File: src/sv/swm_pkg.sv
// Shared types and constants for the sliding window median filter.
// Used by the compare cells, the middle selector, the top level and the checker.
// No dependencies.
`timescale 1ns / 1ps
`default_nettype none

package swm_pkg;

   localparam int SAMPLE_W = 32;
   localparam int MEDIAN_W = 33;
   localparam int WL_W     = 7;
   localparam int CSR_W    = 32;
   localparam int ADDR_W   = 3;

   localparam logic [WL_W-1:0] WL_RESET = 7'd3;

   // Register index decoded from paddr[2] (one 32-bit register per word).
   localparam logic REG_WINDOW_LEN = 1'b0;

   typedef logic signed [SAMPLE_W-1:0] sample_type;
   typedef logic signed [MEDIAN_W-1:0] median_type;

   // Broadcast to every cell for one transfer.
   typedef struct packed {
      logic                       enable;
      logic                       evict;
      logic signed [SAMPLE_W-1:0] sample;
      logic signed [SAMPLE_W-1:0] oldest;
   } cell_ctl_type;

   // Handed from a cell to its right-hand neighbor.
   typedef struct packed {
      logic                       ins_gt;
      logic signed [SAMPLE_W-1:0] val;
   } cell_fwd_type;

   // Handed from a cell to its left-hand neighbor.
   typedef struct packed {
      logic                       valid;
      logic                       eq_old;
      logic                       gt_new;
      logic signed [SAMPLE_W-1:0] val;
   } cell_bwd_type;

endpackage

`default_nettype wire

File: src/sv/swm_cell.sv
// One slot of the sorted window: removes the oldest sample and inserts the new one.
// Talks only to its two neighbors and to the broadcast control.
// Depends on swm_pkg.
`timescale 1ns / 1ps
`default_nettype none

module swm_cell (
   input  wire                  clock,
   input  swm_pkg::cell_ctl_type ctl,
   input  wire                  valid,
   input  swm_pkg::cell_fwd_type from_left,
   input  swm_pkg::cell_bwd_type from_right,
   output swm_pkg::cell_fwd_type to_right,
   output swm_pkg::cell_bwd_type to_left,
   output swm_pkg::sample_type   val
);

   swm_pkg::sample_type val_ff;
   swm_pkg::sample_type val_in;

   logic eq_old;
   logic gt_old;
   logic gt_new;
   logic remove;
   logic shift;
   logic valid_post;
   logic ins_gt;
   swm_pkg::sample_type post_val;

   always_comb begin
      eq_old = valid && (val_ff == ctl.oldest);
      gt_old = $signed(val_ff) > $signed(ctl.oldest);
      gt_new = $signed(val_ff) > $signed(ctl.sample);

      // The evicted entry is the last one equal to the oldest sample, so every
      // cell at or above it can tell from its own value that it moves down.
      remove = ctl.evict && eq_old && !from_right.eq_old;
      shift  = ctl.evict && valid && (gt_old || remove);

      post_val   = shift ? from_right.val : val_ff;
      valid_post = ctl.evict ? from_right.valid : valid;
      ins_gt     = valid_post && (shift ? from_right.gt_new : gt_new);

      priority if (from_left.ins_gt) begin
         val_in = from_left.val;
      end else if (ins_gt || !valid_post) begin
         val_in = ctl.sample;
      end else begin
         val_in = post_val;
      end
   end

   always_ff @(posedge clock) begin
      if (ctl.enable) begin
         val_ff <= val_in;
      end
   end

   assign to_right.ins_gt = ins_gt;
   assign to_right.val    = post_val;
   assign to_left.valid   = valid;
   assign to_left.eq_old  = eq_old;
   assign to_left.gt_new  = gt_new;
   assign to_left.val     = val_ff;
   assign val             = val_ff;

endmodule

`default_nettype wire

File: config.mk
export PLATFORM = sky130hd
export DESIGN_NAME = swm_cell
export DESIGN_NICKNAME = d
export VERILOG_FILES = /design/src/sv/swm_pkg.sv /design/src/sv/swm_cell.sv
export SDC_FILE = /design/constraint.sdc
export NUM_CORES = 1
export LEC_CHECK = 0
export BUFFER_PORTS_ARGS = -buffer_cell sky130_fd_sc_hd__buf_4
export CELL_PAD_IN_SITES_DETAIL_PLACEMENT = 2
export CELL_PAD_IN_SITES_GLOBAL_PLACEMENT = 2
export CORE_MARGIN = 5
export CORE_UTILIZATION = 25
export CTS_BUF_LIST = sky130_fd_sc_hd__clkbuf_8
export CTS_CLUSTER_SIZE = 24
export DETAILED_ROUTE_END_ITERATION = 8
export PLACE_DENSITY = 0.86
export SYNTH_ARGS = -nofsm -noshare
export SYNTH_HDL_FRONTEND = slang
export SYNTH_SLANG_ARGS = --single-unit
export TNS_END_PERCENT = 50
File: constraint.sdc
create_clock -name clock -period 3.7 [get_ports clock]
set_input_delay 0.37 -clock clock [delete_from_list [all_inputs] [get_ports clock]]
set_output_delay 0.37 -clock clock [all_outputs]
set_load 0.01 [all_outputs]
==> flow_metrics.env, run 1 <==
export IMPL_status="completed"
export IMPL_fp_dieW_um=137
export IMPL_nets=823
export IMPL_place_gp_congestion=0.807
export IMPL_power_density_mw_per_mm2=277
export IMPL_worstMarginPinSlew_ps=898
export IMPL_num_antenna_cells=0
export IMPL_pwr_share_seq=0.305
export IMPL_die_h_um=137
export IMPL_muxShareOfSynthArea=0.0971
export IMPL_yosys_top_cells_area="edfxtp_1, ha_1, mux2_2"
export IMPL_min_period_ps=3570
export IMPL_die_area_mm2=0.0187
export IMPL_dp_cells=824
export IMPL_yosysSeqAreaShare=0.239
export IMPL_fin_cells=837
export IMPL_h_tree_depth=2
export IMPL_final_common_cell="buf_4"
export IMPL_io_pins=236
export IMPL_yosys_area_share_xor_xnor=0.00404
export IMPL_layout_common_cells="buf_4, inv_1, ha_1"
export IMPL_synth_top_family_by_area="adder cells"
export IMPL_synthAdderAreaFrac=0.199
export IMPL_place_area_mm2=0.00575
export IMPL_cellLeakagePower_nw=3.01
export IMPL_hold_buffers=0
export IMPL_core_area_mm2=0.0158
export IMPL_ant_nets=0
export IMPL_synth_distinct_cells=46
export IMPL_slew_viol_final=0
export IMPL_cts_made_buffers=5
export IMPL_power_mw=1.64
export IMPL_synth_compound_area_frac=0.170
export IMPL_wire_per_inst_um=21.5
export IMPL_avgViaCountPerCell=4.84
export IMPL_synth_seq_cells=32
export IMPL_sw_frac_of_total=0.375
export IMPL_setup_viol_count_final=0
export IMPL_vias=4051
export IMPL_synth_nets=618
export IMPL_final_hold_viol_count=0
export IMPL_yosys_warnings=0
export IMPL_initial_core_util=0.254
export IMPL_first_global_vias=4858
export IMPL_drt_iter0_drc=111
export IMPL_peakVddDrop_uv=103
export IMPL_drt_first_pass_iters=4
export IMPL_syn_avg_cell_area_um2=9.62
export IMPL_cts_tree="yes"
export IMPL_p_switching_uw=616
export IMPL_cp_arrival_ps=3200
export IMPL_design_area_mm2=0.00594
export IMPL_largest_register_ffs=32
export IMPL_combPwrFrac=0.534
export IMPL_finClkSkew_ps=10.1
export IMPL_syn_inst=418
export IMPL_cap_viol_max_count=0
export IMPL_drc=0
export IMPL_path_clk_slew_ps=80
export IMPL_synth_largest_area_cell="edfxtp_1"
export IMPL_clockBufferDepth=2
export IMPL_syn_cell_area_mm2=0.00402
export IMPL_relSlewSlack=0.400
export IMPL_grt_max_degree=35
export IMPL_area_delta_synth_final_pct=47.7
export IMPL_portBuffers=235
export IMPL_antenna_found_initial=0
export IMPL_grt_pass1_wl_um=26400
export IMPL_worst_setup_path_start_kind="flip-flop"
export IMPL_clock_sinks=32
export IMPL_internal_power_mw=1.03
export IMPL_place_ws_ps=53.5
export IMPL_fin_crit_sh=0.965
export IMPL_fmax_mhz=280
export IMPL_core_rowCount=46
export IMPL_hpwl_um=14700
export IMPL_yosys_area_share_simple=0.138
export IMPL_clkLatencyLatePin_ps=290
export IMPL_layout_drive_gt1_share=0.531
export IMPL_crit_type="flip-flop to output port"
export IMPL_grt_overflow_total=0
export IMPL_synth_top_area_frac=0.239
export IMPL_crit_required_ps=3330
export IMPL_hold_path_class="input port to flip-flop"
export IMPL_p_clk_frac=0.161
export IMPL_crit_fanout=7
export IMPL_wl_um=18000
export IMPL_grt_use_total=0.180
export IMPL_setup_slack_ps=129
export IMPL_end_kind="output port"
export IMPL_ctsRootBufferMaster="clkbuf_8"
export IMPL_fin_util=0.375
-- stage by stage --
step,setup TNS (ps),hold slack [ps]
global route,-47.0,390
detailed placement,0,690
finish,0,394
global placement,0,681
floorplan,0,482
CTS,0,380
-- timing repair --
item                       CTS  global route
cloned                       0             3
pin swaps                    0             2
gates resized for setup      1             2
setup buffers                0             5
setup endpoints to repair   29            62
-- critical path: stages (launching register included) --
cell and delay (ps):
edfxtp_1 500, ha_1 420, nand4_1 100, buf_4 170
nor4_4 390, a21oi_2 120, xor2_2 180, o21ai_4 190
buf_12 140, buf_6 170, mux2_2 370, buf_4 150
-- cells in the mapped netlist, drive strengths merged --
library cell	number
nor3	2
a21o	3
nor2	8
o31ai	1
nand2	13
a2111oi	5
a21oi	24
nor2b	4
nand4	14
buf	46
a221oi	2
o211ai	4
nand3	6
o21ai	8
ha	64
a2111o	1
inv	66
and3	1
edfxtp	32
mux2	32
o21a	2
mux2i	3
or3	1
o22ai	1
or4	1
xor2	1
a211oi	2
a221o	32
nor4	3
clkbuf	3
and2	33
-- metal layers --
| layer | part of all wire | track usage |
|---|---|---|
| met5 | 0 | 0 |
| met2 | 0.54 | 0.345 |
| met3 | 0.047 | 0.0224 |
| met1 | 0.39 | 0.208 |
| met4 | 0.019 | 0.0527 |
-- layout make-up --
class | instances | area [um2]
clock buffers | 5 | 68.8
fillers | 1749 | 9890
inverters | 66 | 248
multi-input cells | 271 | 2470
flip-flops and latches | 32 | 961
well taps | 216 | 270
repair buffers | 247 | 1920
-- cell families after synthesis --
logic type	Yosys count
adders and majority gates	64
buffers and inverters	115
muxes	35
and+or+nand+nor	86
AOI/OAI and AO/OA	85
xor gates and xnor gates	1
DFF	32
-- power groups by stage --
stage | Clock (mW) | Sequential (mW) | Combinational [mW]
4_1_cts | 0.275 | 0.504 | 0.852
3_3_place_gp | 0 | 0.508 | 0.802
2_1_floorplan | 0 | 0.504 | 0.456
5_1_grt | 0.282 | 0.511 | 0.952
6_report | 0.264 | 0.502 | 0.878
3_5_place_dp | 0 | 0.512 | 0.846
-- path summary, 6_finish.rpt --
kind / startpoint / endpoint / slack, ps / depth (start not counted)
max reg2reg: val[7] / val[19] / 240 / 11
min: ctl[35] / val[3] / 390 / 2
max: val[31] / to_right[26] / 130 / 11
min reg2reg: val[14] / val[14] / 840 / 2
(Power assumes the default switching activity.)
==> run 2, diff against run 1 <==
CORE_UTILIZATION = 27   (was 25)
PLACE_DENSITY = 0.91   (was 0.86)
clock period = 4.28 ns   (was 3.7 ns; I/O delays follow)
==> run 2 against run 1 <==
Effect of this change:
- flip-flop and latch count is the same
- global-route usage is 1.9 points higher
- non-clock buffer count is 9 lower
- via count grew 0.42%
- critical path type unchanged
- critical endpoint is now to_right[22]
- largest cell class unchanged
- highest routed layer unchanged
==> flow_metrics.env, run 2 (synthesized netlist as in run 1, its figures left out) <==
export IMPL_die_h_um=132
export IMPL_slowest_stage="edfxtp_1"
export IMPL_slew_viol_final=0
export IMPL_post_cts_buffers=0
export IMPL_wl_um=18000
export IMPL_cts_resized=0
export IMPL_first_global_vias=4825
export IMPL_max_stage_delay_ps=510
export IMPL_cap_viol_max_count=0
export IMPL_drt_first_pass_iters=4
export IMPL_grt_max_degree=35
export IMPL_min_period_ps=4070
export IMPL_tns_ps=0
export IMPL_power_density_mw_per_mm2=245
export IMPL_worst_setup_path_start_kind="flip-flop"
export IMPL_holdWs_ps=444
export IMPL_min_to="val[22]"
export IMPL_status="completed"
export IMPL_layout_common_cells="buf_4, inv_1, ha_1"
export IMPL_num_antenna_cells=0
export IMPL_peakVddDrop_uv=97.7
export IMPL_r2r_start="val[7]"
export IMPL_multi_input_area_mm2=0.00245
export IMPL_core_area_mm2=0.0146
export IMPL_ctsRootBufferMaster="clkbuf_8"
export IMPL_portBuffers=235
export IMPL_hpwl_um=15200
export IMPL_crit_family="compound AO/OA/AOI/OAI gates"
export IMPL_grt_overflow_total=0
export IMPL_crit_fanout=21
export IMPL_cts_tree="yes"
export IMPL_hold_path_class="input port to flip-flop"
export IMPL_worstMarginPinSlew_ps=664
export IMPL_die_area_mm2=0.0174
export IMPL_crit_required_ps=3850
export IMPL_crit_chain="ha_1 > a21oi_1 > o21ai_1 > a221oi_2 > o211ai_1 > a21oi_2 > xor2_2 > o21ai_4 > buf_12 > mux2_2 > buf_4"
export IMPL_hold_start="ctl[54]"
export IMPL_clock_sinks=32
export IMPL_fillCellCount=1607
export IMPL_avgViaCountPerCell=5.09
export IMPL_end_kind="output port"
export IMPL_largest_register_ffs=32
export IMPL_fp_dieW_um=132
export IMPL_layout_drive_gt1_share=0.520
export IMPL_r2r_setup_slack_ps=500
export IMPL_drt_iter0_drc=160
export IMPL_final_hold_viol_count=0
export IMPL_cp_arrival_ps=3640
export IMPL_final_common_cell="buf_4"
export IMPL_min_path_cells=2
export IMPL_hold_buffers=0
export IMPL_crit_buf_inv=2
export IMPL_h_tree_depth=2
export IMPL_ant_nets=0
export IMPL_cellLeakagePower_nw=2.95
export IMPL_place_gp_congestion=0.764
export IMPL_worstRegToRegCells=11
export IMPL_drc=0
export IMPL_seq_area_um2=961
export IMPL_cts_made_buffers=5
export IMPL_setup_viol_count_final=0
export IMPL_r2r_end="val[26]"
export IMPL_grt_pass1_wl_um=27500
export IMPL_nets=814
export IMPL_path_clk_slew_ps=80
export IMPL_initial_core_util=0.276
export IMPL_antenna_found_initial=0
export IMPL_fin_crit_sh=0.950
export IMPL_clockBufferDepth=2
export IMPL_crit_type="flip-flop to output port"
export IMPL_finClkSkew_ps=13.1
export IMPL_vias=4068
export IMPL_fmax_mhz=246
export IMPL_relSlewSlack=0.546
export IMPL_core_rowCount=44
export IMPL_rsz0062_at_grt="no"
export IMPL_wire_per_inst_um=22.5
export IMPL_area_delta_synth_final_pct=43.9
export IMPL_io_pins=236
export IMPL_clkLatencyLatePin_ps=300
export IMPL_grt_use_total=0.199
==> run 2: cell count changes in the layout (fill, tap and decap cells not counted), sizes merged <==
cell    change
clkinv      +1
clkbuf      -2
inv         +2
buf         -7
==> run 2: routing by layer <==
metal | share of wire | up-vias | global-route usage | wire [um]
li1 | - | 1887 | - | -
met1 | 0.38 | 2023 | 0.216 | 6890
met2 | 0.55 | 135 | 0.391 | 9980
met3 | 0.043 | 23 | 0.0298 | 765
met4 | 0.020 | 0 | 0.0611 | 363
met5 | 0 | - | 0 | 0
==> run 2: cell type report <==
cell class	instances	area share
Tap cell	184	0.0398
Clock buffer	5	0.0119
Timing Repair Buffer	238	0.313
Sequential cell	32	0.166
Multi-Input combinational cell	271	0.424
Inverter	66	0.0428
Clock inverter	3	0.00195
==> run 2: worst max path at each step <==
stage / start / cells past startpoint / endpoint / slack (ps)
2_1_floorplan: val[1] / 11 / val[22] / 1180
3_3_place_gp: ctl[7] / 13 / to_right[26] / 720
3_5_place_dp: ctl[7] / 13 / val[24] / 510
4_1_cts: val[7] / 11 / to_right[22] / 190
5_1_grt: val[7] / 11 / to_right[15] / 40
6_report: val[7] / 11 / to_right[22] / 210
==> run 2: power by group <==
part	switching [mW]	internal, mW
registers	0.0498	0.386
logic	0.358	0.382
clock network	0.130	0.109
==> run 2: per-stage QoR <==
step | utilization | cell area, um2 | power, mW | instances | setup WS, ps
after global placement | 0.391 | 5710 | 1.13 | 791 | 715
after CTS | 0.397 | 5790 | 1.43 | 799 | 193
after floorplan | - | 4020 | 0.831 | 418 | 1180
after global routing | 0.397 | 5790 | 1.50 | 799 | 44.6
after detailed placement | 0.391 | 5710 | 1.19 | 791 | 510
final | 0.397 | 5790 | 1.42 | 799 | 214
